[src/rtl/lct_pkg.sv]
// Package for the LRU channel table: field widths, command codes, queue item
// and sequencer state types. No dependencies.
`timescale 1ns / 1ps
`default_nettype none

package lct_pkg;

	localparam int ID_W    = 32;
	localparam int STAMP_W = 48;
	localparam int CFG_W   = 5;
	localparam int ENTRY_W = ID_W + STAMP_W;
	localparam int Q_DEPTH = 2;
	localparam int Q_AW    = 1;

	localparam logic [CFG_W-1:0] MAX_CH_RESET = 5'd16;

	typedef enum logic [1:0] {
		CMD_OPEN  = 2'd0,
		CMD_TOUCH = 2'd1,
		CMD_CLOSE = 2'd2,
		CMD_NONE  = 2'd3
	} cmd_t;

	// One classified transaction waiting for the back end
	typedef struct packed {
		cmd_t              cmd;
		logic [ID_W-1:0]   id;
		logic [CFG_W-1:0]  limit;
	} item_t;

	typedef enum logic [1:0] {
		BK_IDLE,
		BK_SCAN,
		BK_DRAIN,
		BK_FINISH
	} bk_state_t;

endpackage

`default_nettype wire

[src/rtl/lct_ram.sv]
// Generic single-write, single-read RAM with registered read data.
// No dependencies.
`timescale 1ns / 1ps
`default_nettype none

module lct_ram #(
	parameter int WIDTH = 8,
	parameter int DEPTH = 16
) (
	input  wire logic                                  clk,
	input  wire logic                                  we,
	input  wire logic [(DEPTH > 1 ? $clog2(DEPTH) : 1)-1:0] waddr,
	input  wire logic [WIDTH-1:0]                      wdata,
	input  wire logic                                  re,
	input  wire logic [(DEPTH > 1 ? $clog2(DEPTH) : 1)-1:0] raddr,
	output logic      [WIDTH-1:0]                      rdata
);

	logic [WIDTH-1:0] mem_q [DEPTH];
	logic [WIDTH-1:0] rdata_q;

	always_ff @(posedge clk) begin
		if (we) begin
			mem_q[waddr] <= wdata;
		end
		if (re) begin
			rdata_q <= mem_q[raddr];
		end
	end

	assign rdata = rdata_q;

endmodule

`default_nettype wire

[src/rtl/lct_front.sv]
// Front end: holds the channel limit register, accepts and decodes commands
// and queues them for the back end. Depends on lct_pkg.
`timescale 1ns / 1ps
`default_nettype none

module lct_front #(
	parameter int CAPACITY = 16
) (
	input  wire logic                        clk,
	input  wire logic                        arst_n,
	input  wire logic                        start,
	output logic                             busy,
	input  wire logic [1:0]                  command,
	input  wire logic [lct_pkg::ID_W-1:0]    channel_id,
	input  wire logic                        cfg_we,
	input  wire logic [lct_pkg::CFG_W-1:0]   cfg_wdata,
	output logic                             q_valid,
	output lct_pkg::item_t                   q_item,
	input  wire logic                        q_pop
);

	logic [lct_pkg::CFG_W-1:0] max_ch_q;
	logic [lct_pkg::CFG_W-1:0] limit;
	lct_pkg::cmd_t             cmd;
	lct_pkg::item_t            item;
	lct_pkg::item_t            q_mem_q [lct_pkg::Q_DEPTH];
	logic [lct_pkg::Q_AW-1:0]  wr_ptr_q;
	logic [lct_pkg::Q_AW-1:0]  rd_ptr_q;
	logic [lct_pkg::Q_AW:0]    fill_q;
	logic                      push;
	logic                      pop;

	always_ff @(posedge clk or negedge arst_n) begin
		if (!arst_n) begin
			max_ch_q <= lct_pkg::MAX_CH_RESET;
		end else if (cfg_we) begin
			max_ch_q <= cfg_wdata;
		end
	end

	// Clamp the limit to 1..CAPACITY
	always_comb begin
		if (max_ch_q == '0) begin
			limit = lct_pkg::CFG_W'(1);
		end else if (32'(max_ch_q) > CAPACITY) begin
			limit = lct_pkg::CFG_W'(CAPACITY);
		end else begin
			limit = max_ch_q;
		end
	end

	always_comb begin
		unique case (command)
			2'd0:    cmd = lct_pkg::CMD_OPEN;
			2'd1:    cmd = lct_pkg::CMD_TOUCH;
			2'd2:    cmd = lct_pkg::CMD_CLOSE;
			default: cmd = lct_pkg::CMD_NONE;
		endcase
		item.cmd   = cmd;
		item.id    = channel_id;
		item.limit = limit;
	end

	assign busy    = (fill_q == (lct_pkg::Q_AW+1)'(lct_pkg::Q_DEPTH));
	assign push    = start && !busy;
	assign q_valid = (fill_q != '0);
	assign pop     = q_pop && q_valid;
	assign q_item  = q_mem_q[rd_ptr_q];

	always_ff @(posedge clk) begin
		if (push) begin
			q_mem_q[wr_ptr_q] <= item;
		end
	end

	always_ff @(posedge clk or negedge arst_n) begin
		if (!arst_n) begin
			wr_ptr_q <= '0;
			rd_ptr_q <= '0;
			fill_q   <= '0;
		end else begin
			if (push) begin
				wr_ptr_q <= wr_ptr_q + 1'b1;
			end
			if (pop) begin
				rd_ptr_q <= rd_ptr_q + 1'b1;
			end
			case ({push, pop})
				2'b10:   fill_q <= fill_q + 1'b1;
				2'b01:   fill_q <= fill_q - 1'b1;
				default: fill_q <= fill_q;
			endcase
		end
	end

endmodule

`default_nettype wire

[src/rtl/lct_back.sv]
// Back end: scans the entry RAM one slot a cycle for id match, LRU victim and
// first free slot, then updates the table and emits the result; an unknown
// command skips the scan. Depends on lct_pkg and lct_ram.
`timescale 1ns / 1ps
`default_nettype none

module lct_back #(
	parameter int CAPACITY = 16
) (
	input  wire logic                               clk,
	input  wire logic                               arst_n,
	input  wire logic                               q_valid,
	input  wire lct_pkg::item_t                     q_item,
	output logic                                    q_pop,
	output logic                                    done,
	output logic                                    ok,
	output logic [lct_pkg::ID_W-1:0]                assigned_id,
	output logic                                    evicted,
	output logic [lct_pkg::ID_W-1:0]                evicted_id,
	output logic [$clog2(CAPACITY+1)-1:0]           open_count
);

	localparam int IDX_W = (CAPACITY > 1) ? $clog2(CAPACITY) : 1;
	localparam int CNT_W = $clog2(CAPACITY + 1);
	localparam logic [IDX_W-1:0] LAST_IDX = IDX_W'(CAPACITY - 1);

	lct_pkg::bk_state_t state_q, state_d;
	lct_pkg::item_t     item_q;

	logic [IDX_W-1:0]             addr_q;
	logic                         cmp_vld_s1;
	logic [IDX_W-1:0]             cmp_idx_s1;
	logic [CAPACITY-1:0]          valid_q;
	logic [CAPACITY-1:0]          valid_d;
	logic [CNT_W-1:0]             count_q;
	logic [lct_pkg::ID_W-1:0]     next_id_q;
	logic [lct_pkg::STAMP_W-1:0]  use_cnt_q;

	logic                         match_found_q;
	logic [IDX_W-1:0]             match_idx_q;
	logic                         victim_found_q;
	logic [IDX_W-1:0]             victim_idx_q;
	logic [lct_pkg::STAMP_W-1:0]  victim_stamp_q;
	logic [lct_pkg::ID_W-1:0]     victim_id_q;
	logic                         free_found_q;
	logic [IDX_W-1:0]             free_idx_q;

	logic                         done_q;
	logic                         ok_q;
	logic [lct_pkg::ID_W-1:0]     assigned_id_q;
	logic                         evicted_q;
	logic [lct_pkg::ID_W-1:0]     evicted_id_q;
	logic [CNT_W-1:0]             open_count_q;

	logic                         ram_we;
	logic                         ram_re;
	logic [lct_pkg::ENTRY_W-1:0]  ram_wdata;
	logic [lct_pkg::ENTRY_W-1:0]  ram_rdata;
	logic [lct_pkg::ID_W-1:0]     rd_id;
	logic [lct_pkg::STAMP_W-1:0]  rd_stamp;
	logic                         ent_valid;

	logic                         take;
	logic                         is_open;
	logic                         evict;
	logic                         match_hit;
	logic                         use_victim;
	logic                         open_free;
	logic                         have_slot;
	logic                         add_entry;
	logic [IDX_W-1:0]             slot;
	logic [lct_pkg::STAMP_W-1:0]  fresh;
	logic [CNT_W-1:0]             new_count;

	lct_ram #(
		.WIDTH (lct_pkg::ENTRY_W),
		.DEPTH (CAPACITY)
	) u_entry_ram (
		.clk   (clk),
		.we    (ram_we),
		.waddr (slot),
		.wdata (ram_wdata),
		.re    (ram_re),
		.raddr (addr_q),
		.rdata (ram_rdata)
	);

	assign rd_id     = ram_rdata[lct_pkg::STAMP_W +: lct_pkg::ID_W];
	assign rd_stamp  = ram_rdata[lct_pkg::STAMP_W-1:0];
	assign ent_valid = valid_q[cmp_idx_s1];
	assign fresh     = use_cnt_q + 1'b1;

	always_ff @(posedge clk or negedge arst_n) begin
		if (!arst_n) begin
			state_q <= lct_pkg::BK_IDLE;
		end else begin
			state_q <= state_d;
		end
	end

	always_comb begin
		state_d = state_q;
		q_pop   = 1'b0;
		ram_re  = 1'b0;
		take    = 1'b0;
		unique case (state_q)
			lct_pkg::BK_IDLE: begin
				if (q_valid) begin
					q_pop = 1'b1;
					take  = 1'b1;
					state_d = (q_item.cmd == lct_pkg::CMD_NONE) ?
						lct_pkg::BK_FINISH : lct_pkg::BK_SCAN;
				end
			end
			lct_pkg::BK_SCAN: begin
				ram_re = 1'b1;
				if (addr_q == LAST_IDX) begin
					state_d = lct_pkg::BK_DRAIN;
				end
			end
			lct_pkg::BK_DRAIN: begin
				state_d = lct_pkg::BK_FINISH;
			end
			lct_pkg::BK_FINISH: begin
				state_d = lct_pkg::BK_IDLE;
			end
			default: begin
				state_d = lct_pkg::BK_IDLE;
			end
		endcase
	end

	// Table update decisions, valid only in the finish state
	always_comb begin
		is_open    = (item_q.cmd == lct_pkg::CMD_OPEN);
		evict      = is_open && victim_found_q && (32'(count_q) >= 32'(item_q.limit));
		// the matching entry disappears if it is the one being evicted
		match_hit  = match_found_q && !(evict && (match_idx_q == victim_idx_q));
		use_victim = evict && (!free_found_q || (victim_idx_q < free_idx_q));
		open_free  = free_found_q || evict;
		have_slot  = match_hit || open_free;
		add_entry  = is_open && have_slot && !match_hit;
		if (is_open) begin
			slot = match_hit ? match_idx_q : (use_victim ? victim_idx_q : free_idx_q);
		end else begin
			slot = match_idx_q;
		end
		ram_wdata = {item_q.id, fresh};
		ram_we    = 1'b0;
		new_count = count_q;
		valid_d   = valid_q;
		if (state_q == lct_pkg::BK_FINISH) begin
			case (item_q.cmd)
				lct_pkg::CMD_OPEN: begin
					ram_we    = have_slot;
					new_count = count_q - CNT_W'(evict) + CNT_W'(add_entry);
					// clear the victim first; the new entry may reuse its slot
					if (evict) begin
						valid_d[victim_idx_q] = 1'b0;
					end
					if (have_slot) begin
						valid_d[slot] = 1'b1;
					end
				end
				lct_pkg::CMD_TOUCH: begin
					ram_we = match_found_q;
				end
				lct_pkg::CMD_CLOSE: begin
					new_count = count_q - CNT_W'(match_found_q);
					if (match_found_q) begin
						valid_d[match_idx_q] = 1'b0;
					end
				end
				default: begin
					new_count = count_q;
				end
			endcase
		end
	end

	// Scan pipeline and search registers
	always_ff @(posedge clk or negedge arst_n) begin
		if (!arst_n) begin
			cmp_vld_s1     <= 1'b0;
			match_found_q  <= 1'b0;
			victim_found_q <= 1'b0;
			free_found_q   <= 1'b0;
		end else begin
			cmp_vld_s1 <= (state_q == lct_pkg::BK_SCAN);
			if (take) begin
				match_found_q  <= 1'b0;
				victim_found_q <= 1'b0;
				free_found_q   <= 1'b0;
			end else if (cmp_vld_s1) begin
				if (ent_valid && (rd_id == item_q.id) && !match_found_q) begin
					match_found_q <= 1'b1;
				end
				if (ent_valid && (!victim_found_q || (rd_stamp < victim_stamp_q))) begin
					victim_found_q <= 1'b1;
				end
				if (!ent_valid && !free_found_q) begin
					free_found_q <= 1'b1;
				end
			end
		end
	end

	always_ff @(posedge clk) begin
		if (take) begin
			item_q.cmd   <= q_item.cmd;
			item_q.limit <= q_item.limit;
			// open searches for the number it is about to give out
			item_q.id    <= (q_item.cmd == lct_pkg::CMD_OPEN) ? next_id_q : q_item.id;
			addr_q       <= '0;
		end else if (state_q == lct_pkg::BK_SCAN && addr_q != LAST_IDX) begin
			addr_q <= addr_q + 1'b1;
		end
		cmp_idx_s1 <= addr_q;
		if (cmp_vld_s1) begin
			if (ent_valid && (rd_id == item_q.id) && !match_found_q) begin
				match_idx_q <= cmp_idx_s1;
			end
			if (ent_valid && (!victim_found_q || (rd_stamp < victim_stamp_q))) begin
				victim_idx_q   <= cmp_idx_s1;
				victim_stamp_q <= rd_stamp;
				victim_id_q    <= rd_id;
			end
			if (!ent_valid && !free_found_q) begin
				free_idx_q <= cmp_idx_s1;
			end
		end
	end

	// Table state
	always_ff @(posedge clk or negedge arst_n) begin
		if (!arst_n) begin
			valid_q   <= '0;
			count_q   <= '0;
			next_id_q <= '0;
			use_cnt_q <= '0;
		end else if (state_q == lct_pkg::BK_FINISH) begin
			count_q <= new_count;
			valid_q <= valid_d;
			if (ram_we) begin
				use_cnt_q <= fresh;
			end
			if (is_open) begin
				next_id_q <= next_id_q + 1'b1;
			end
		end
	end

	// Result register
	always_ff @(posedge clk or negedge arst_n) begin
		if (!arst_n) begin
			done_q <= 1'b0;
		end else begin
			done_q <= (state_q == lct_pkg::BK_FINISH);
		end
	end

	always_ff @(posedge clk) begin
		if (state_q == lct_pkg::BK_FINISH) begin
			ok_q          <= is_open ||
				(match_found_q && (item_q.cmd == lct_pkg::CMD_TOUCH ||
				item_q.cmd == lct_pkg::CMD_CLOSE));
			assigned_id_q <= is_open ? item_q.id : '0;
			evicted_q     <= evict;
			evicted_id_q  <= evict ? victim_id_q : '0;
			open_count_q  <= new_count;
		end
	end

	assign done        = done_q;
	assign ok          = ok_q;
	assign assigned_id = assigned_id_q;
	assign evicted     = evicted_q;
	assign evicted_id  = evicted_id_q;
	assign open_count  = open_count_q;

endmodule

`default_nettype wire

[src/rtl/lru_channel_table_core.sv]
// Top level of the LRU channel table: front end with command queue, back end
// with entry RAM. Depends on lct_pkg, lct_front, lct_back (and lct_ram).
//
//  port group   direction  handshake            payload
//  command      in         start / busy         command, channel_id
//  result       out        done (one cycle)     ok, assigned_id, evicted, evicted_id,
//                                               open_count
//  config       in         cfg_we               cfg_wdata (max_channels)
//
// Open, touch and close each run a one-entry-per-cycle scan of the entry RAM in the
// back end; an unknown command skips the scan. The back end takes one command at a time.
// A two-entry queue lets the front end take commands while the back end works;
// busy is high while the queue is full.
// Reset clears the valid bits, the open count and both counters; no clearing pass.
// Results are shown for one cycle with done and cannot be stalled.
`timescale 1ns / 1ps
`default_nettype none

module lru_channel_table_core #(
	parameter int CAPACITY = 16
) (
	input  wire logic                             clk,
	input  wire logic                             arst_n,
	input  wire logic                             start,
	output logic                                  busy,
	input  wire logic [1:0]                       command,
	input  wire logic [lct_pkg::ID_W-1:0]         channel_id,
	input  wire logic                             cfg_we,
	input  wire logic [lct_pkg::CFG_W-1:0]        cfg_wdata,
	output logic                                  done,
	output logic                                  ok,
	output logic [lct_pkg::ID_W-1:0]              assigned_id,
	output logic                                  evicted,
	output logic [lct_pkg::ID_W-1:0]              evicted_id,
	output logic [$clog2(CAPACITY+1)-1:0]         open_count
);

	logic           q_valid;
	logic           q_pop;
	lct_pkg::item_t q_item;

	lct_front #(
		.CAPACITY (CAPACITY)
	) u_front (
		.clk        (clk),
		.arst_n     (arst_n),
		.start      (start),
		.busy       (busy),
		.command    (command),
		.channel_id (channel_id),
		.cfg_we     (cfg_we),
		.cfg_wdata  (cfg_wdata),
		.q_valid    (q_valid),
		.q_item     (q_item),
		.q_pop      (q_pop)
	);

	lct_back #(
		.CAPACITY (CAPACITY)
	) u_back (
		.clk         (clk),
		.arst_n      (arst_n),
		.q_valid     (q_valid),
		.q_item      (q_item),
		.q_pop       (q_pop),
		.done        (done),
		.ok          (ok),
		.assigned_id (assigned_id),
		.evicted     (evicted),
		.evicted_id  (evicted_id),
		.open_count  (open_count)
	);

endmodule

`default_nettype wire

[config.mk]
export PLATFORM = sky130hd
export DESIGN_NAME = lru_channel_table_core
export DESIGN_NICKNAME = d
export VERILOG_FILES = /design/src/rtl/lct_pkg.sv /design/src/rtl/lct_ram.sv /design/src/rtl/lct_front.sv /design/src/rtl/lct_back.sv /design/src/rtl/lru_channel_table_core.sv
export SDC_FILE = /design/constraint.sdc
export NUM_CORES = 2
export LEC_CHECK = 0
export BUFFER_PORTS_ARGS = -buffer_cell sky130_fd_sc_hd__buf_2
export CORE_MARGIN = 3
export CORE_UTILIZATION = 60
export DETAILED_ROUTE_END_ITERATION = 8
export PLACE_DENSITY_LB_ADDON = 0.08
export RECOVER_POWER = 50
export SYNTH_ARGS = -nofsm -noshare
export SYNTH_HDL_FRONTEND = slang
export SYNTH_SLANG_ARGS = --single-unit
export TNS_END_PERCENT = 20
[constraint.sdc]
create_clock -name clk -period 13.8 [get_ports clk]
set_clock_uncertainty 0.05 [all_clocks]
set_input_delay 0.69 -clock clk [delete_from_list [all_inputs] [get_ports clk]]
set_output_delay 0.69 -clock clk [all_outputs]
set_load 0.01 [all_outputs]
---- Word-level counts from Yosys, hierarchy flattened ----
Memories as Yosys holds them, arrays and structs flattened. A register that Yosys moved wholly into a read port is not among the register bits.
Index checks and enable logic that the tools add are counted.
storage, ports and cells
  flip-flop bits (word level) ............. 327
  bits in writable memories ............... 1358
  input bits .............................. 43
  output and inout port bits .............. 73
  word-level logic and storage cells ...... 173
  memories kept ........................... 2
memories
  name                      depth  width  rd ports  clocked after memory_dff  write ports  RTL line         RTL
  u_back.u_entry_ram.mem_q  16     80     1         1                         1            lct_ram.sv:19    logic [WIDTH-1:0] mem_q [DEPTH];
  u_front.q_mem_q           2      39     1         0                         1            lct_front.sv:26  lct_pkg::item_t q_mem_q [lct_pkg::Q_DEPTH];
cells by class
  add/sub/neg operators ................... 10
  $lt $le $gt $ge ......................... 11
  equal/unequal tests ..................... 18
  muxes and demuxes ....................... 45
  bitwise logic cells ..................... 5
  reductions and logical operators ........ 53
operators with widths
  cell                   count
  $mux 16                5
  $add 48x1->48 const B  1
  $lt 48x48->1           1
  $add 32x1->32 const B  1
  $and 16x16->16         2
  $eq 32x32->1           1
  $mux 32                1
  $not 16->16            2
  $pmux 16 s2            1
  $mux 1                 21
  $lt 4x5->1 const B     4
  $logic_and 1x1->1      18
  $reduce_and 2->1       9
  $or 16x16->16          1
  $eq 2x2->1 const B     7
  $reduce_bool 2->1      7
  $demux 1 s4            3
  $ge 4x1->1 const B     3
  $mux 4                 3
  $mux 5                 2
  $pmux 5 s2             1
  $sub 5x1->5            2
  $eq 2x1->1 const B     4
  $logic_not 2->1        4
  23 further kinds       38

---- Logic depth before layout (Yosys ltp) ----
  depth after elaboration ................. 15
  mapped depth ............................ 19
  gate-level depth less buffers ........... 17

---- Hierarchy ----
A second synthesis with hierarchy kept.
second synthesis, totals
  cells, all modules ...................... 3582
  area, all modules ....................... 69520.4 µm²
by module, submodules not included
  module     instances  cells an instance  area an instance (µm²)  seq. area each (µm²)
  lct_ram    1          2054               50223.2                 40839.2
  lct_back   1          1370               16061.7                 8928.6
  lct_front  1          158                3235.6                  2568.7

---- Worst setup path after synthesis ----
No wires, ideal clock.
  kind .................................... flip-flop to flip-flop
  start point ............................. reg u_back.state_q[1]
  end point ............................... mem u_back.u_entry_ram.mem_q[13][0] (netlist bit), enable pin
  setup time .............................. 0.715 ns
  arrival ................................. 10.630 ns
  required time ........................... 13.035 ns
  setup slack ............................. 2.405 ns
  stages on the path, launching flop included .. 6
  buffers on the path ..................... 1
  clock period less this slack ............ 11.395 ns
  cells stage by stage .................... dfrtp_1 > ha_1 > nand2_1 > a21o_1 > clkbuf_1 > nor4_1
between the ends
  word-level cells in the longest chain between the ends .. 4
ends and longest elaborated chain
  element                       RTL line         RTL
  start: declaration            lct_back.sv:27   lct_pkg::bk_state_t state_q, state_d;
  start signal: assignment      lct_back.sv:95   state_q <= lct_pkg::BK_IDLE;
  start signal: assignment      lct_back.sv:97   state_q <= state_d;
  $eq 2x2->1                    lct_back.sv:152  if (state_q == lct_pkg::BK_FINISH) begin
  $mux 1                        lct_back.sv:152
  $mux 1                        lct_ram.sv:23    if (we) begin
  $mux 1 (not written as such)  lct_ram.sv:24    mem_q[waddr] <= wdata;
  end: declaration              lct_ram.sv:19
Every way passes these cells.

---- Worst setup path in the final report ----
  start point ............................. reg u_back.count_q[1]
  end point ............................... mem u_back.u_entry_ram.mem_q[6][12] (netlist bit), enable pin
between the ends
  word-level cells in the longest chain between the ends .. 10
  elaborated cells between the ends (all ways) .. 15
  classes of those cells .................. 1 x order compare; 7 x mux; 7 x reduce/logical
ends and longest elaborated chain
  element                       RTL line         RTL
  start: declaration            lct_back.sv:35   logic [CNT_W-1:0] count_q;
  start signal: assignment      lct_back.sv:242  count_q <= new_count;
  $ge 5x5->1 *                  lct_back.sv:136  evict = is_open && victim_found_q && (32'(count_q) >= 32'(item_q.limit));
  $logic_and 1x1->1 *           lct_back.sv:136
  $logic_and 1x1->1             lct_back.sv:138  match_hit = match_found_q && !(evict && (match_idx_q == victim_idx_q));
  $logic_not 1->1               lct_back.sv:138
  $logic_and 1x1->1             lct_back.sv:138
  $logic_or 1x1->1              lct_back.sv:141  have_slot = match_hit || open_free;
  $pmux 1 s2                    lct_back.sv:153  case (item_q.cmd)
  $mux 1                        lct_back.sv:152
  $mux 1                        lct_ram.sv:23
  $mux 1 (not written as such)  lct_ram.sv:24
Every way passes the cells marked *; elsewhere a longest branch is shown, timed or not.

==> out/qor.csv <==
stage,metric,value,unit
routing,routed_wl,162000,um
timing,max_slew_margin,-1.92,
timing,rsz0062_at_grt,false,
worst_setup_path,r2r_slack,5.58,ns
synthesis,synth_xor_area_frac,0.0217,
power_and_ir_drop,p_switching,3860,uW
grt,grt_use_total,0.276,
worst_hold_path,hp-class,primary input to flop,
synthesis,async_flop_share,0.0663,
synthesis,syn-num-nets,3448,
outcome,violations,"max-capacitance violations, max-slew violations",
floorplanning,fp-row-count,123,
worst_setup_path,critPathLaunchType,flop,
timing,slew_viol_final,799,
power_and_ir_drop,power_leakage,0.0270,uW
floorplanning,die_area,119000,sq um
grt,grt_pass1_wl,239000,um
layout,finalNetCount,3678,
outcome,status,"finished, violations left",
clock_network,cts_tree,done,
clock_network,clkTransAtPathRegs,0.06,ns
worst_setup_path,r2r_start,u_back.count_q[1],
routing,routed_via_density,6.44,
timing,layout_min_cycle_time,8.22,ns
power_and_ir_drop,pwr-share-seq,0.502,
routing,top_layer,met5,
routing,wl_met3,12700,um
power_and_ir_drop,combPwrFrac,0.169,
flow_run,maxCapViolCount,20,
worst_setup_path,endpoint,u_back.u_entry_ram.mem_q[6][12],
routing,wire_per_inst,31.1,um
layout,area_growth,11.4,%
place,io_buffers,115,
timing,worstMarginPinSlew,4.38,ns
timing,setup_viol_count_final,0,
synthesis,synth_area_leader_cell,edfxtp_1,
worst_setup_path,worstPathRequired,14.12,ns
floorplanning,fp.dieH,345,um
synthesis,ys_ff_latch,1765,
routing,vias,33500,
worst_setup_path,cp-end-kind,flop,
routing,drc,0,
synthesis,ys_top_cells_by_count,"edfxtp_1, mux4_2, dfrtp_1",
synthesis,yosysSeqAreaShare,0.758,
grt,antenna_found_initial,10,
grt,grt_pass1_vias,34600,
layout,post-route-util,0.679,
power_and_ir_drop,total_power,14100,uW
synthesis,synth_top_family_by_area,multiplexers,
power_and_ir_drop,p_clk_frac,0.329,
power_and_ir_drop,p_int,10200,uW
floorplanning,io_pins,116,
clock_network,clk_path_buf_depth,3,
routing,met1_length,65800,um
clock_network,cts_max_level,4,
timing,report.final.hold_viol_count,0,
timing,finalCritPeriodShare,0.595,
synthesis,ys_warn_count,0,
floorplanning,start_util,0.609,
power_and_ir_drop,switching_share,0.274,
synthesis,yosys.area.top_type_share,0.714,
place,globalplace.congestion,0.824,
timing,fin_ws,5.58,ns
clock_network,cts_buffers,172,
routing,first_pass_iters,5,
routing,drt_iter0_drc,3738,
worst_setup_path,cp-startpoint,u_back.count_q[1],
timing,clock.fmax,0.122,GHz
synthesis,synth-simple-area-share,0.0344,
worst_setup_path,rr_endpoint,u_back.u_entry_ram.mem_q[6][12],
clock_network,clock_latency,0.76,ns
floorplanning,die_w,345,um
grt,grt_overflow_total,0,
routing,postRouteAntennaNets,0,
layout,fillerInstances,7278,
floorplanning,coreArea,113000,sq um
place,place_ws,8.16,ns
routing,met2_length,79100,um
synthesis,post-synth-top-count-cell,edfxtp_1,
worst_setup_path,ff2ff_path_depth,11,
synthesis,synth_cells,3328,
synthesis,synth_ff_type,edfxtp_1,
layout,drive_above_1_share,0.211,
worst_setup_path,cp_data_arrival_time,8.54,ns
grt,grt_max_degree,169,
clock_network,cts-root-buf,clkbuf_16,
synthesis,netlist_area,69000,sq um
synthesis,synthMuxAreaShare,0.139,
power_and_ir_drop,ir_worst_vdd,135,uV
power_and_ir_drop,pwr_density_cell,183,nW/um^2
worst_setup_path,cp_max_fo,67,
timing,tns,0,ns
synthesis,synth_fa_ha_area_frac,0.0141,
clock_network,cts_resized,0,
clock_network,clock-sinks,1765,
synthesis,synth_compound_area_frac,0.0190,
synthesis,synth-edff-count,1640,
worst_setup_path,worstSetupPathType,flop to flop,
synthesis,yosys-top-cells-area,"edfxtp_1, mux4_2, dfrtp_1, ha_1, xnor2_1",
synthesis,synth_cell_types,70,
synthesis,avgSynthCellArea,20.7,sq um
place,dpl.hpwl,94300,um
[timing repair]
action	4_1_cts	5_1_grt
endpoints found under the hold margin	53	0
hold buffers	1	0
buffers inserted	0	0
[power groups by stage]
| stage | Clock, uW | Sequential (uW) | Combinational, uW |
|---|---|---|---|
| floorplan | 0 | 6940 | 1580 |
| global placement | 0 | 7130 | 2380 |
| detailed placement | 0 | 7150 | 2420 |
| CTS | 4700 | 7050 | 2430 |
| global route | 4900 | 7120 | 2580 |
| finish | 4620 | 7070 | 2380 |
[worst max-delay path, stage by stage, from the launching register on]
cell	delay (ns)
dfrtp_1	0.45
ha_1	0.31
nand2_1	0.05
o21ai_0	0.19
a41oi_1	0.66
clkinv_1	0.22
clkbuf_1	2.35
a21boi_0	0.66
o31a_4	0.60
nor3_2	0.82
buf_4	0.67
buf_4	0.72
[through the flow]
step	instances	instance area, sq um	hold WS, ns
final	5209	76900	0.0658
after global routing	5207	76900	0.0353
after CTS	5207	77300	0.00581
after detailed placement	4883	71700	0.395
after global placement	4883	71700	0.393
after floorplan	3328	69000	0.279
[logic make-up (layout without fill, tap and decap cells)]
family | after synthesis | count (layout)
buf+inv | 224 | 603
fa+ha+maj | 77 | 77
compound gates | 197 | 197
xor+xnor | 171 | 171
other cells | 0 | 2
simple gates | 442 | 442
flops | 1765 | 1765
mux | 452 | 452
[worst min path at each step]
stage,slack (ns),cells past startpoint,startpoint,end
after floorplan,0.28,0,u_back.addr_q[3],u_back.cmp_idx_s1[3]
after global placement,0.39,0,u_back.u_entry_ram.rdata[24],u_back.victim_stamp_q[24]
after detailed placement,0.39,0,u_back.u_entry_ram.rdata[39],u_back.victim_stamp_q[39]
after CTS,0.006,1,channel_id[25],u_front.q_mem_q[1][30]
after global routing,0.04,1,channel_id[25],u_front.q_mem_q[1][30]
final,0.07,1,channel_id[25],u_front.q_mem_q[1][30]
[layout by cell type, fill, tap and decap left out, drive strengths merged, types with 69 or more instances in the layout]
master / instances
edfxtp: 1640
xor2: 83
mux4: 405
xnor2: 88
clkbuf: 352
clkinv: 77
inv: 86
nor2: 112
and2: 69
nand2: 70
ha: 76
dfrtp: 116
[area by class of cell]
| type | count | area (sq um) | share of cell area |
|---|---|---|---|
| Tap cell | 1500 | 1880 | 0.0244 |
| Multi-Input combinational cell | 1339 | 15800 | 0.205 |
| Timing Repair Buffer | 197 | 968 | 0.0126 |
| Clock inverter | 99 | 852 | 0.0111 |
| Antenna cell | 2 | 5.00 | 0.0000651 |
| Clock buffer | 224 | 4760 | 0.0619 |
| Sequential cell | 1765 | 52300 | 0.681 |
| Inverter | 83 | 314 | 0.00408 |
[registers in the layout (all words and copies together), names as in the netlist, 5 cells and up]
name and cells:
u_back.count_q 5, u_back.victim_stamp_q 48, u_back.u_entry_ram.rdata 80, u_back.valid_q 16, u_back.u_entry_ram.mem_q 1280, u_back.open_count 5, u_back.evicted_id 32, u_back.victim_id_q 32
u_back.item_q 39, u_back.next_id_q 32, u_front.q_mem_q 78, u_back.assigned_id 32, u_back.use_cnt_q 48, u_front.max_ch_q 5
[layer usage]
layer	global-route usage	up-vias
met5	0	-
met4	0.0754	6
met3	0.0512	252
met2	0.442	1433
met1	0.400	17900
li1	-	14000
Note: power is estimated with default switching activity, not from simulation.
